`src/der_tlv_pkg.sv`:
```
`timescale 1ns / 1ps
// Package for the DER TLV header parser: word widths, error codes and the
// layout of the result word. Used by der_tlv_header_parser and its checker.
package der_tlv_pkg;

  // Stream word widths, padded to whole bytes.
  localparam int IN_TDATA_W  = 56;
  localparam int OUT_TDATA_W = 80;

  // Error codes carried in the result.
  localparam logic [2:0] ERR_NONE      = 3'd0;
  localparam logic [2:0] ERR_SHORT     = 3'd1;
  localparam logic [2:0] ERR_HIGH_TAG  = 3'd2;
  localparam logic [2:0] ERR_COUNT     = 3'd3;
  localparam logic [2:0] ERR_TRUNCATED = 3'd4;
  localparam logic [2:0] ERR_ZERO      = 3'd5;
  localparam logic [2:0] ERR_NONMIN    = 3'd6;
  localparam logic [2:0] ERR_OVERRUN   = 3'd7;

  // Tag number bits that flag a multi-byte tag, and the long-form marker.
  localparam logic [4:0] TAG_NUM_HIGH  = 5'h1f;
  localparam logic [7:0] LONG_FORM_MIN = 8'h80;

  // Input item as packed in in_tdata (last member in the lowest bits).
  typedef struct packed {
    logic        check_tag;
    logic [7:0]  expected_tag;
    logic [31:0] buffer_size;
    logic [7:0]  data_byte;
  } in_item_t;

  // Result item as packed in out_tdata (last member in the lowest bits).
  typedef struct packed {
    logic [31:0] consumed;
    logic [2:0]  header_length;
    logic [31:0] value_length;
    logic [7:0]  tag;
    logic        tag_mismatch;
    logic [2:0]  error_code;
    logic        ok;
  } result_t;

endpackage

```
`src/der_tlv_header_parser.sv`:
```
`timescale 1ns / 1ps
// DER TLV header parser: reads one element byte per word and emits one
// result word per header. Depends on der_tlv_pkg.
//
//  Channel | Direction | Word contents
//  --------+-----------+---------------------------------------------------
//  in_     | slave     | tdata: byte, buffer size, expected tag, check flag;
//          |           | tuser: tag byte that starts a new element
//  out_    | master    | tdata: ok, error code, mismatch, tag, lengths
//
// One word is accepted per cycle; the word that completes the header or
// reveals an error passes through the input register, then the parse
// logic into the result register.
// Only a word that produces a result waits on a full, stalled result
// register; words that produce nothing pass even then.
// Reset clears the header phase and both valid flags; the parser waits for
// a tag byte.
module der_tlv_header_parser #(
  parameter int MAX_LENGTH_BYTES = 4
) (
  input  logic                                 clk,
  input  logic                                 rst_n,
  // tdata, low bit up: data_byte[7:0], buffer_size[39:8],
  // expected_tag[47:40], check_tag[48], zero pad[55:49]
  input  logic [der_tlv_pkg::IN_TDATA_W-1:0]   in_tdata,
  // tuser: first_byte
  input  logic                                 in_tuser,
  input  logic                                 in_tvalid,
  output logic                                 in_tready,
  // tdata, low bit up: ok[0], error_code[3:1], tag_mismatch[4], tag[12:5],
  // value_length[44:13], header_length[47:45], consumed[79:48]
  output logic [der_tlv_pkg::OUT_TDATA_W-1:0]  out_tdata,
  output logic                                 out_tvalid,
  input  logic                                 out_tready
);

  // Header phases.
  localparam logic [1:0] PH_IDLE   = 2'd0;
  localparam logic [1:0] PH_LEN    = 2'd1;
  localparam logic [1:0] PH_LBYTES = 2'd2;

  // Input register.
  logic                  s1_valid_r;
  der_tlv_pkg::in_item_t s1_item_r;
  logic                  s1_first_r;

  // Parser state.
  logic [1:0]  phase_r, phase_nxt;
  logic [7:0]  tag_hold_r, tag_hold_nxt;
  logic [31:0] size_hold_r, size_hold_nxt;
  logic [7:0]  want_tag_r, want_tag_nxt;
  logic        want_check_r, want_check_nxt;
  logic [2:0]  lb_total_r, lb_total_nxt;
  logic [2:0]  lb_seen_r, lb_seen_nxt;
  logic [31:0] accum_r, accum_nxt;

  // Result register.
  logic                 out_valid_r;
  der_tlv_pkg::result_t out_res_r;

  // Parse signals.
  logic                 emit;
  der_tlv_pkg::result_t res;
  logic                 out_free;
  logic                 s1_go;
  logic [7:0]           b;
  logic [6:0]           count;
  logic [31:0]          acc_shift;
  logic                 acc_nonmin;
  logic [2:0]           seen_inc;
  logic                 use_short;
  logic [31:0]          fin_vlen;
  logic [2:0]           fin_hlen;
  logic [31:0]          room;
  logic                 fin_overrun;
  logic                 fin_mismatch;

  // Handshake: a word moves on unless it must write a full, stalled result.
  assign out_free  = !out_valid_r || out_tready;
  assign s1_go     = !emit || out_free;
  assign in_tready = !s1_valid_r || s1_go;

  assign b          = s1_item_r.data_byte;
  assign count      = b[6:0];
  assign acc_shift  = {accum_r[23:0], b};
  assign acc_nonmin = acc_shift < {24'd0, der_tlv_pkg::LONG_FORM_MIN};
  assign seen_inc   = lb_seen_r + 3'd1;

  // Shared final check, fed by either a short-form byte or the long-form sum.
  assign use_short    = (phase_r == PH_LEN);
  assign fin_vlen     = use_short ? {24'd0, b} : acc_shift;
  assign fin_hlen     = use_short ? 3'd2 : 3'd2 + lb_total_r;
  assign room         = size_hold_r - {29'd0, fin_hlen};
  assign fin_overrun  = fin_vlen > room;
  assign fin_mismatch = want_check_r && (tag_hold_r != want_tag_r);

  // Header parse for the word in the input register.
  always_comb begin
    phase_nxt      = phase_r;
    tag_hold_nxt   = tag_hold_r;
    size_hold_nxt  = size_hold_r;
    want_tag_nxt   = want_tag_r;
    want_check_nxt = want_check_r;
    lb_total_nxt   = lb_total_r;
    lb_seen_nxt    = lb_seen_r;
    accum_nxt      = accum_r;
    emit           = 1'b0;
    res            = '0;
    res.tag        = tag_hold_r;

    if (s1_valid_r) begin
      if (s1_first_r) begin
        // Tag byte: latch the element's settings and check size and tag form.
        tag_hold_nxt   = b;
        size_hold_nxt  = s1_item_r.buffer_size;
        want_tag_nxt   = s1_item_r.expected_tag;
        want_check_nxt = s1_item_r.check_tag;
        lb_total_nxt   = 3'd0;
        lb_seen_nxt    = 3'd0;
        accum_nxt      = 32'd0;
        res.tag        = b;
        phase_nxt      = PH_LEN;
        if (s1_item_r.buffer_size < 32'd2) begin
          emit           = 1'b1;
          res.error_code = der_tlv_pkg::ERR_SHORT;
          phase_nxt      = PH_IDLE;
        end else if (b[4:0] == der_tlv_pkg::TAG_NUM_HIGH) begin
          emit           = 1'b1;
          res.error_code = der_tlv_pkg::ERR_HIGH_TAG;
          phase_nxt      = PH_IDLE;
        end
      end else if (phase_r == PH_LEN && b[7]) begin
        // Long-form count byte.
        if (count == 7'd0 || count > 7'(MAX_LENGTH_BYTES)) begin
          emit           = 1'b1;
          res.error_code = der_tlv_pkg::ERR_COUNT;
          phase_nxt      = PH_IDLE;
        end else if ({1'b0, size_hold_r} < 33'd2 + {26'd0, count}) begin
          emit           = 1'b1;
          res.error_code = der_tlv_pkg::ERR_TRUNCATED;
          phase_nxt      = PH_IDLE;
        end else begin
          lb_total_nxt = count[2:0];
          lb_seen_nxt  = 3'd0;
          accum_nxt    = 32'd0;
          phase_nxt    = PH_LBYTES;
        end
      end else if (phase_r == PH_LEN || phase_r == PH_LBYTES) begin
        // Short-form length byte, or one long-form length byte.
        accum_nxt   = acc_shift;
        lb_seen_nxt = seen_inc;
        if (phase_r == PH_LBYTES && lb_seen_r == 3'd0 && b == 8'd0) begin
          emit           = 1'b1;
          res.error_code = der_tlv_pkg::ERR_ZERO;
          phase_nxt      = PH_IDLE;
        end else if (phase_r == PH_LBYTES && seen_inc < lb_total_r) begin
          emit = 1'b0;
        end else if (phase_r == PH_LBYTES && acc_nonmin) begin
          emit           = 1'b1;
          res.error_code = der_tlv_pkg::ERR_NONMIN;
          phase_nxt      = PH_IDLE;
        end else begin
          // Length complete: overrun, then tag match.
          emit      = 1'b1;
          phase_nxt = PH_IDLE;
          if (fin_overrun) begin
            res.error_code = der_tlv_pkg::ERR_OVERRUN;
          end else begin
            res.value_length  = fin_vlen;
            res.header_length = fin_hlen;
            res.consumed      = fin_vlen + {29'd0, fin_hlen};
            if (fin_mismatch) begin
              res.error_code   = der_tlv_pkg::ERR_OVERRUN;
              res.tag_mismatch = 1'b1;
            end else begin
              res.ok         = 1'b1;
              res.error_code = der_tlv_pkg::ERR_NONE;
            end
          end
        end
      end
    end
  end

  // Input register.
  always_ff @(posedge clk) begin
    if (!rst_n) begin
      s1_valid_r <= 1'b0;
    end else if (in_tready) begin
      s1_valid_r <= in_tvalid;
    end
    if (in_tready && in_tvalid) begin
      s1_item_r  <= der_tlv_pkg::in_item_t'(in_tdata[$bits(der_tlv_pkg::in_item_t)-1:0]);
      s1_first_r <= in_tuser;
    end
  end

  // Parser state advances when the registered word moves on.
  always_ff @(posedge clk) begin
    if (!rst_n) begin
      phase_r <= PH_IDLE;
    end else if (s1_valid_r && s1_go) begin
      phase_r <= phase_nxt;
    end
    if (s1_valid_r && s1_go) begin
      tag_hold_r   <= tag_hold_nxt;
      size_hold_r  <= size_hold_nxt;
      want_tag_r   <= want_tag_nxt;
      want_check_r <= want_check_nxt;
      lb_total_r   <= lb_total_nxt;
      lb_seen_r    <= lb_seen_nxt;
      accum_r      <= accum_nxt;
    end
  end

  // Result register.
  always_ff @(posedge clk) begin
    if (!rst_n) begin
      out_valid_r <= 1'b0;
    end else if (emit && out_free) begin
      out_valid_r <= 1'b1;
    end else if (out_tready) begin
      out_valid_r <= 1'b0;
    end
    if (emit && out_free) begin
      out_res_r <= res;
    end
  end

  assign out_tvalid = out_valid_r;
  assign out_tdata  = out_res_r;

endmodule

```
`config.mk`:
```
export PLATFORM = sky130hd
export DESIGN_NAME = der_tlv_header_parser
export DESIGN_NICKNAME = d
export VERILOG_FILES = /design/src/der_tlv_pkg.sv /design/src/der_tlv_header_parser.sv
export SDC_FILE = /design/constraint.sdc
export NUM_CORES = 1
export LEC_CHECK = 0
export BUFFER_PORTS_ARGS = -buffer_cell sky130_fd_sc_hd__buf_2
export CAP_MARGIN = 15
export CELL_PAD_IN_SITES_DETAIL_PLACEMENT = 0
export CELL_PAD_IN_SITES_GLOBAL_PLACEMENT = 1
export CORE_MARGIN = 2
export CORE_UTILIZATION = 40
export DETAILED_ROUTE_END_ITERATION = 10
export PLACE_DENSITY = 0.81
export SLEW_MARGIN = 10
export SYNTH_ARGS = -nofsm -noshare
export SYNTH_HDL_FRONTEND = slang
export SYNTH_SLANG_ARGS = --single-unit
```
`constraint.sdc`:
```
create_clock -name clk -period 6.35 [get_ports clk]
set_input_delay 0.3175 -clock clk [delete_from_list [all_inputs] [get_ports clk]]
set_output_delay 0.3175 -clock clk [all_outputs]
set_load 0.1 [all_outputs]
```
; Word-level counts from Yosys, hierarchy flattened
; Index checks and enable logic that the tools add are counted.
[classes]
bitwise = 2
n_eq_ne = 9
add_sub_neg = 5
n_reduce_logical = 29
order_cmp = 6
n_mux = 60
[op_table]
columns = operator, n
row1 = 2-to-1 mux 24 bit, 4
row2 = 2-to-1 mux 3 bit, 16
row3 = adder 32 x 3 -> 32 bit, 1
row4 = > comparator 32 bit, 1
row5 = "less-than comparator 32 x 2 -> 1 bit, second input constant", 1
row6 = less-than comparator 32 x 8 -> 1 bit, 1
row7 = "less-than comparator 32 x 8 -> 1 bit, second input constant", 1
row8 = 2-to-1 mux 32 bit, 1
row9 = subtractor 32 x 3 -> 32 bit, 1
row10 = 2-to-1 mux 1 bit, 26
row11 = 2-to-1 mux 2 bit, 9
row12 = 2-to-1 mux 13 bit, 1
row13 = 2-to-1 mux 5 bit, 2
row14 = AND reduction 5 bit, 2
row15 = logical AND 1 bit, 9
row16 = "adder 2 x 7 -> 8 bit, first input constant", 1
row17 = logical NOT 8 bit, 1
row18 = 2-to-1 mux 8 bit, 1
row19 = != test 8 bit, 1
row20 = OR reduction 8 bit, 1
row21 = "> comparator 7 x 3 -> 1 bit, second input constant", 1
row22 = logical NOT 7 bit, 1
row23 = "!= test 3 bit, second input constant", 2
row24 = "== test 5 bit, second input constant", 1
row25 = 16 further kinds, 25
[totals]
ff_bits = 213
in_bits = 61

; Depth between registers and ports, before layout
[depth]
depth_word = 13
depth_mapped = 24
ltp_nobuf = 18

; Worst setup path after synthesis
; No wires, ideal clock.
[synth_path]
path_type = register -> register
start = register phase_r[1]
end = register out_res_r, in the netlist out_tdata[38], data pin
path_slack_ps = 1301
stages_incl_launch_ff = 22
t_required_ps = 6094
t_arrival_ps = 4794
n_path_buf = 6
cell_sequence = dfxtp_1 > inv_1 > ha_1 > clkbuf_1 > clkbuf_1 > clkbuf_1 > nand2b_1 > ha_1 > or4_1 > nor3_1 > nand3_1 > nor4_1 > xnor2_1 > ha_1 > nand4_1 > or4_1 > a311oi_1 > a211o_1 > clkbuf_1 > buf_2 > buf_2 > nor2_1
[synth_via]
elab_chain_len = 5
[synth_rtl]
columns = item, line
row1 = from (decl), der_tlv_header_parser.sv:48  ; logic [1:0] phase_r, phase_nxt;
row2 = from (signal assigned), der_tlv_header_parser.sv:203  ; phase_r <= phase_nxt;
row3 = == test 2 x 1 -> 1 bit, "der_tlv_header_parser.sv:90, der_tlv_header_parser.sv:132, der_tlv_header_parser.sv:148"
row4 = 2-to-1 mux 3 bit, der_tlv_header_parser.sv:92  ; assign fin_hlen = use_short ? 3'd2 : 3'd2 + lb_total_r;
row5 = subtractor 32 x 3 -> 32 bit, der_tlv_header_parser.sv:93  ; assign room = size_hold_r - {29'd0, fin_hlen};
row6 = > comparator 32 bit, der_tlv_header_parser.sv:94  ; assign fin_overrun = fin_vlen > room;
row7 = OR reduction 8 bit (no source line), --
row8 = to (signal assigned), der_tlv_header_parser.sv:226  ; out_res_r <= res;
row9 = to (decl), der_tlv_header_parser.sv:59  ; der_tlv_pkg::result_t out_res_r;
; Parallel ways exist; a longest one is shown, timed or not.
; A chain may end at the register's enable or synchronous reset.

; Worst setup path in the final report
[layout_path]
start = register phase_r[1]
end = register out_res_r, in the netlist out_tdata[3], data pin
[layout_via]
elab_chain_len = 11
[layout_rtl]
columns = item, line
row1 = == test 2 x 1 -> 1 bit, der_tlv_header_parser.sv:90  ; assign use_short = (phase_r == PH_LEN);
row2 = 2-to-1 mux 3 bit, der_tlv_header_parser.sv:92
row3 = net fin_hlen[1], der_tlv_header_parser.sv:73  ; logic [2:0] fin_hlen;
row4 = subtractor 32 x 3 -> 32 bit, der_tlv_header_parser.sv:93
row5 = > comparator 32 bit, der_tlv_header_parser.sv:94
row6 = 2-to-1 mux 3 bit, der_tlv_header_parser.sv:166  ; if (fin_overrun) begin
row7 = 2-to-1 mux 3 bit, der_tlv_header_parser.sv:158  ; end else if (phase_r == PH_LBYTES && acc_nonmin) begin
row8 = 2-to-1 mux 5 bit, der_tlv_header_parser.sv:156  ; end else if (phase_r == PH_LBYTES && seen_inc < lb_total_r) begin
row9 = 2-to-1 mux 3 bit, der_tlv_header_parser.sv:152  ; if (phase_r == PH_LBYTES && lb_seen_r == 3'd0 && b == 8'd0) begin
row10 = 2-to-1 mux 5 bit, der_tlv_header_parser.sv:148  ; end else if (phase_r == PH_LEN || phase_r == PH_LBYTES) begin
row11 = 2-to-1 mux 3 bit, der_tlv_header_parser.sv:132  ; end else if (phase_r == PH_LEN && b[7]) begin
row12 = 2-to-1 mux 3 bit, der_tlv_header_parser.sv:112  ; if (s1_first_r) begin
; The timed path passes the listed nets, and every way through them passes these cells.

==> out/qor.yml <==
syn_inst: 821
htreeDepth: 1
slew_viol_final: 0
path_common_cell: "ha_1"
dp_hpwl_um: 16500
grt_pass1_wl_um: 36400
clk_pin_slew_worst_paths_ns: 0.06
regToRegSetupSlack_ns: 0.95
clock_sinks: 213
critPathKind: "register to register"
crit_chain: "inv_1 > ha_1 > nand2b_1 > inv_1 > ha_1 > nor2b_1 > o21a_1 > nor3_1 > nand3_1 > nor4_1 > xnor2_1 > ha_1 > nand4_1 > nor4_1 > nand2_1 > a2111oi_0 > o22ai_1"
post-route-util: 0.500
tightest_slew_ns: 0.944
r2r_cells: 17
path_delay_family: "simple AND/OR/NAND/NOR gates"
antenna_left: 0
netlist_top_cells_count: "edfxtp_1, nor2_1, ha_1, xnor2_1, inv_1"
synth.area.top_cells: "edfxtp_1, ha_1, xnor2_1"
synth_warnings: 0
fin_crit_ns: 5.40
finalInstanceArea_um2: 12700
fin_crit_sh: 0.850
die_h_um: 165
drtIter0Drc: 429
outcome: "finished clean"
route.detailed.drc: 0
required_ns: 6.58
cts-resized-gates: 0
grt_pass1_vias: 6747
slowest_delay_ns: 0.69
ys_seq_area_frac: 0.613
critical_path_buf_inv_count: 2
dieArea_um2: 27200
power_leakage_nw: 4.73
overflow: 0
drv_cap: 0
syn_avg_cell_area_um2: 12.6
cts_root_buffer: "clkbuf_16"
cts_buffer_depth: 3
tritoncts: "done"
synth.most_common_cell: "edfxtp_1"
yosys.area.top_type_share: 0.606
n_antenna_cell: 0
drt_wl_total_um: 23100
antenna_found_initial: 0
syn_area_um2: 10400
cp.depth: 17
cp-end-kind: "register"
wl_per_cell_um: 17.1
vias_per_cell: 5.06
tns_ns: 0
cp-start-kind: "register"
yosysTopAreaCell: "edfxtp_1"
holdWs_ns: 0.0691
crit_fanout: 10
rows: 58
crit_slowest_cell: "a2111oi_0"
drtPass1Iterations: 5
grt_max_degree: 70
gp_congestion: 0.923
die_w_um: 165
vias: 6862
timing.rr.start: "phase_r[1]"
clock_latency_ns: 0.52
numPortBuffers: 135
start_util: 0.409
ios: 143
fmax_mhz: 185
placed_area_um2: 11400
cp.arrival_ns: 5.63
synth.net_count: 936
syn_to_final_growth_pct: 22.1
ir_worst_vdd_uv: 208
timing_hold_violations_final: 0
rsz0062_at_grt: "false"
layout-drive-gt1-share: 0.196
grtUsageTotal: 0.174
endpoint: "out_tdata[3]"
fin_worst_skew_ns: 0.0256
ys_seq_elements: 213
total_power_mw: 3.27
p_per_area_nw_per_um2: 259
async_flop_share: 0
timing.rr.end: "out_tdata[3]"
synth_cell_type_count: 61
cts_buffers: 23
fin_nets: 1124
relSlewSlack: 0.365
core_um2: 25300
min_path_type: "input port to register"
synth_flop_cell: "edfxtp_1"
synth-edff-count: 209
finalSetupViolCount: 0
crit_start: "phase_r[1]"
kinds of logic (layout without fill, tap and decap cells):
kind of cell,Yosys count,after routing,share of synthesized area
AND/OR/NAND/NOR,324,324,0.169
flip-flops,213,213,0.613
AO/OA/AOI/OAI,77,77,0.0496
XOR/XNOR,71,71,0.0600
buffers and inverters,66,271,0.0244
adder cells (fa/ha/maj),54,54,0.0667
multiplexers,16,16,0.0174
metrics by stage:
stage          std cells  setup WS (ns)
2_1_floorplan        821           1.30
3_3_place_gp        1264           1.06
3_5_place_dp        1264           1.00
4_1_cts             1355          0.976
5_1_grt             1356          0.583
6_report            1356          0.953
how the worst min path moves through the flow:
stage                   from              to  slack [ns]  cells after the start
2_1_floorplan   s1_item_r[8]  size_hold_r[0]        0.40                      0
3_3_place_gp   s1_item_r[48]    want_check_r        0.40                      0
3_5_place_dp   s1_item_r[48]    want_check_r        0.40                      0
4_1_cts         in_tdata[31]   s1_item_r[31]       0.004                      1
5_1_grt            in_tvalid      s1_valid_r        0.06                      2
6_report           in_tvalid      s1_valid_r        0.07                      2
state kept, by name, indices dropped and copies added, names as in the netlist, 2 cells and up:
| name | flops |
|---|---|
| b | 8 |
| lb_seen_r | 3 |
| want_tag_r | 8 |
| tag_hold_r | 8 |
| s1_item_r | 41 |
| phase_r | 2 |
| out_tdata | 80 |
| size_hold_r | 32 |
| accum_r | 24 |
| lb_total_r | 3 |
placed cells by master, fill, tap and decap left out, types with 11 or more instances in the layout:
| cell type | n |
|---|---|
| clkbuf_16 | 23 |
| xnor2_1 | 46 |
| nand3_1 | 15 |
| nor2_1 | 91 |
| nand2_1 | 34 |
| edfxtp_1 | 209 |
| nand2b_1 | 16 |
| mux2_2 | 14 |
| nor3_1 | 26 |
| and2_1 | 20 |
| xor2_1 | 25 |
| inv_1 | 38 |
| nand4_1 | 24 |
| dlygate4sd3_1 | 50 |
| nor3b_1 | 16 |
| a21oi_1 | 22 |
| nor2b_1 | 24 |
| buf_2 | 135 |
| o21ai_0 | 11 |
| nor4_1 | 28 |
| ha_1 | 52 |
final cells by class:
type / instances / area [µm²]
sequential: 213 / 6360
tap: 330 / 413
inverter: 39 / 146
fill: 2244 / 12700
multi-input combinational: 542 / 3780
clock buffer: 27 / 591
clock inverter: 15 / 141
timing repair buffer: 190 / 1230
timing repair:
item | in CTS | in global routing
hold endpoints to repair | 49 | 1
hold buffers | 49 | 1
buffers inserted | 0 | 0
report_power, final:
| group | internal, mW | switching [mW] | leakage, nW | total [mW] |
|---|---|---|---|---|
| clock network | 0.751 | 0.541 | 0.345 | 1.29 |
| registers | 1.60 | 0.0442 | 2.05 | 1.64 |
| logic | 0.114 | 0.222 | 2.33 | 0.336 |
per-layer routing:
layer  up-vias  track usage  wire length (µm)
met2       207        0.282             10500
met4         0       0.0486               469
met3        31       0.0316              1510
li1       3411            -                 -
met1      3213        0.242             10600
met5         -            0                 0
Note: power is estimated with default switching activity, not from simulation.
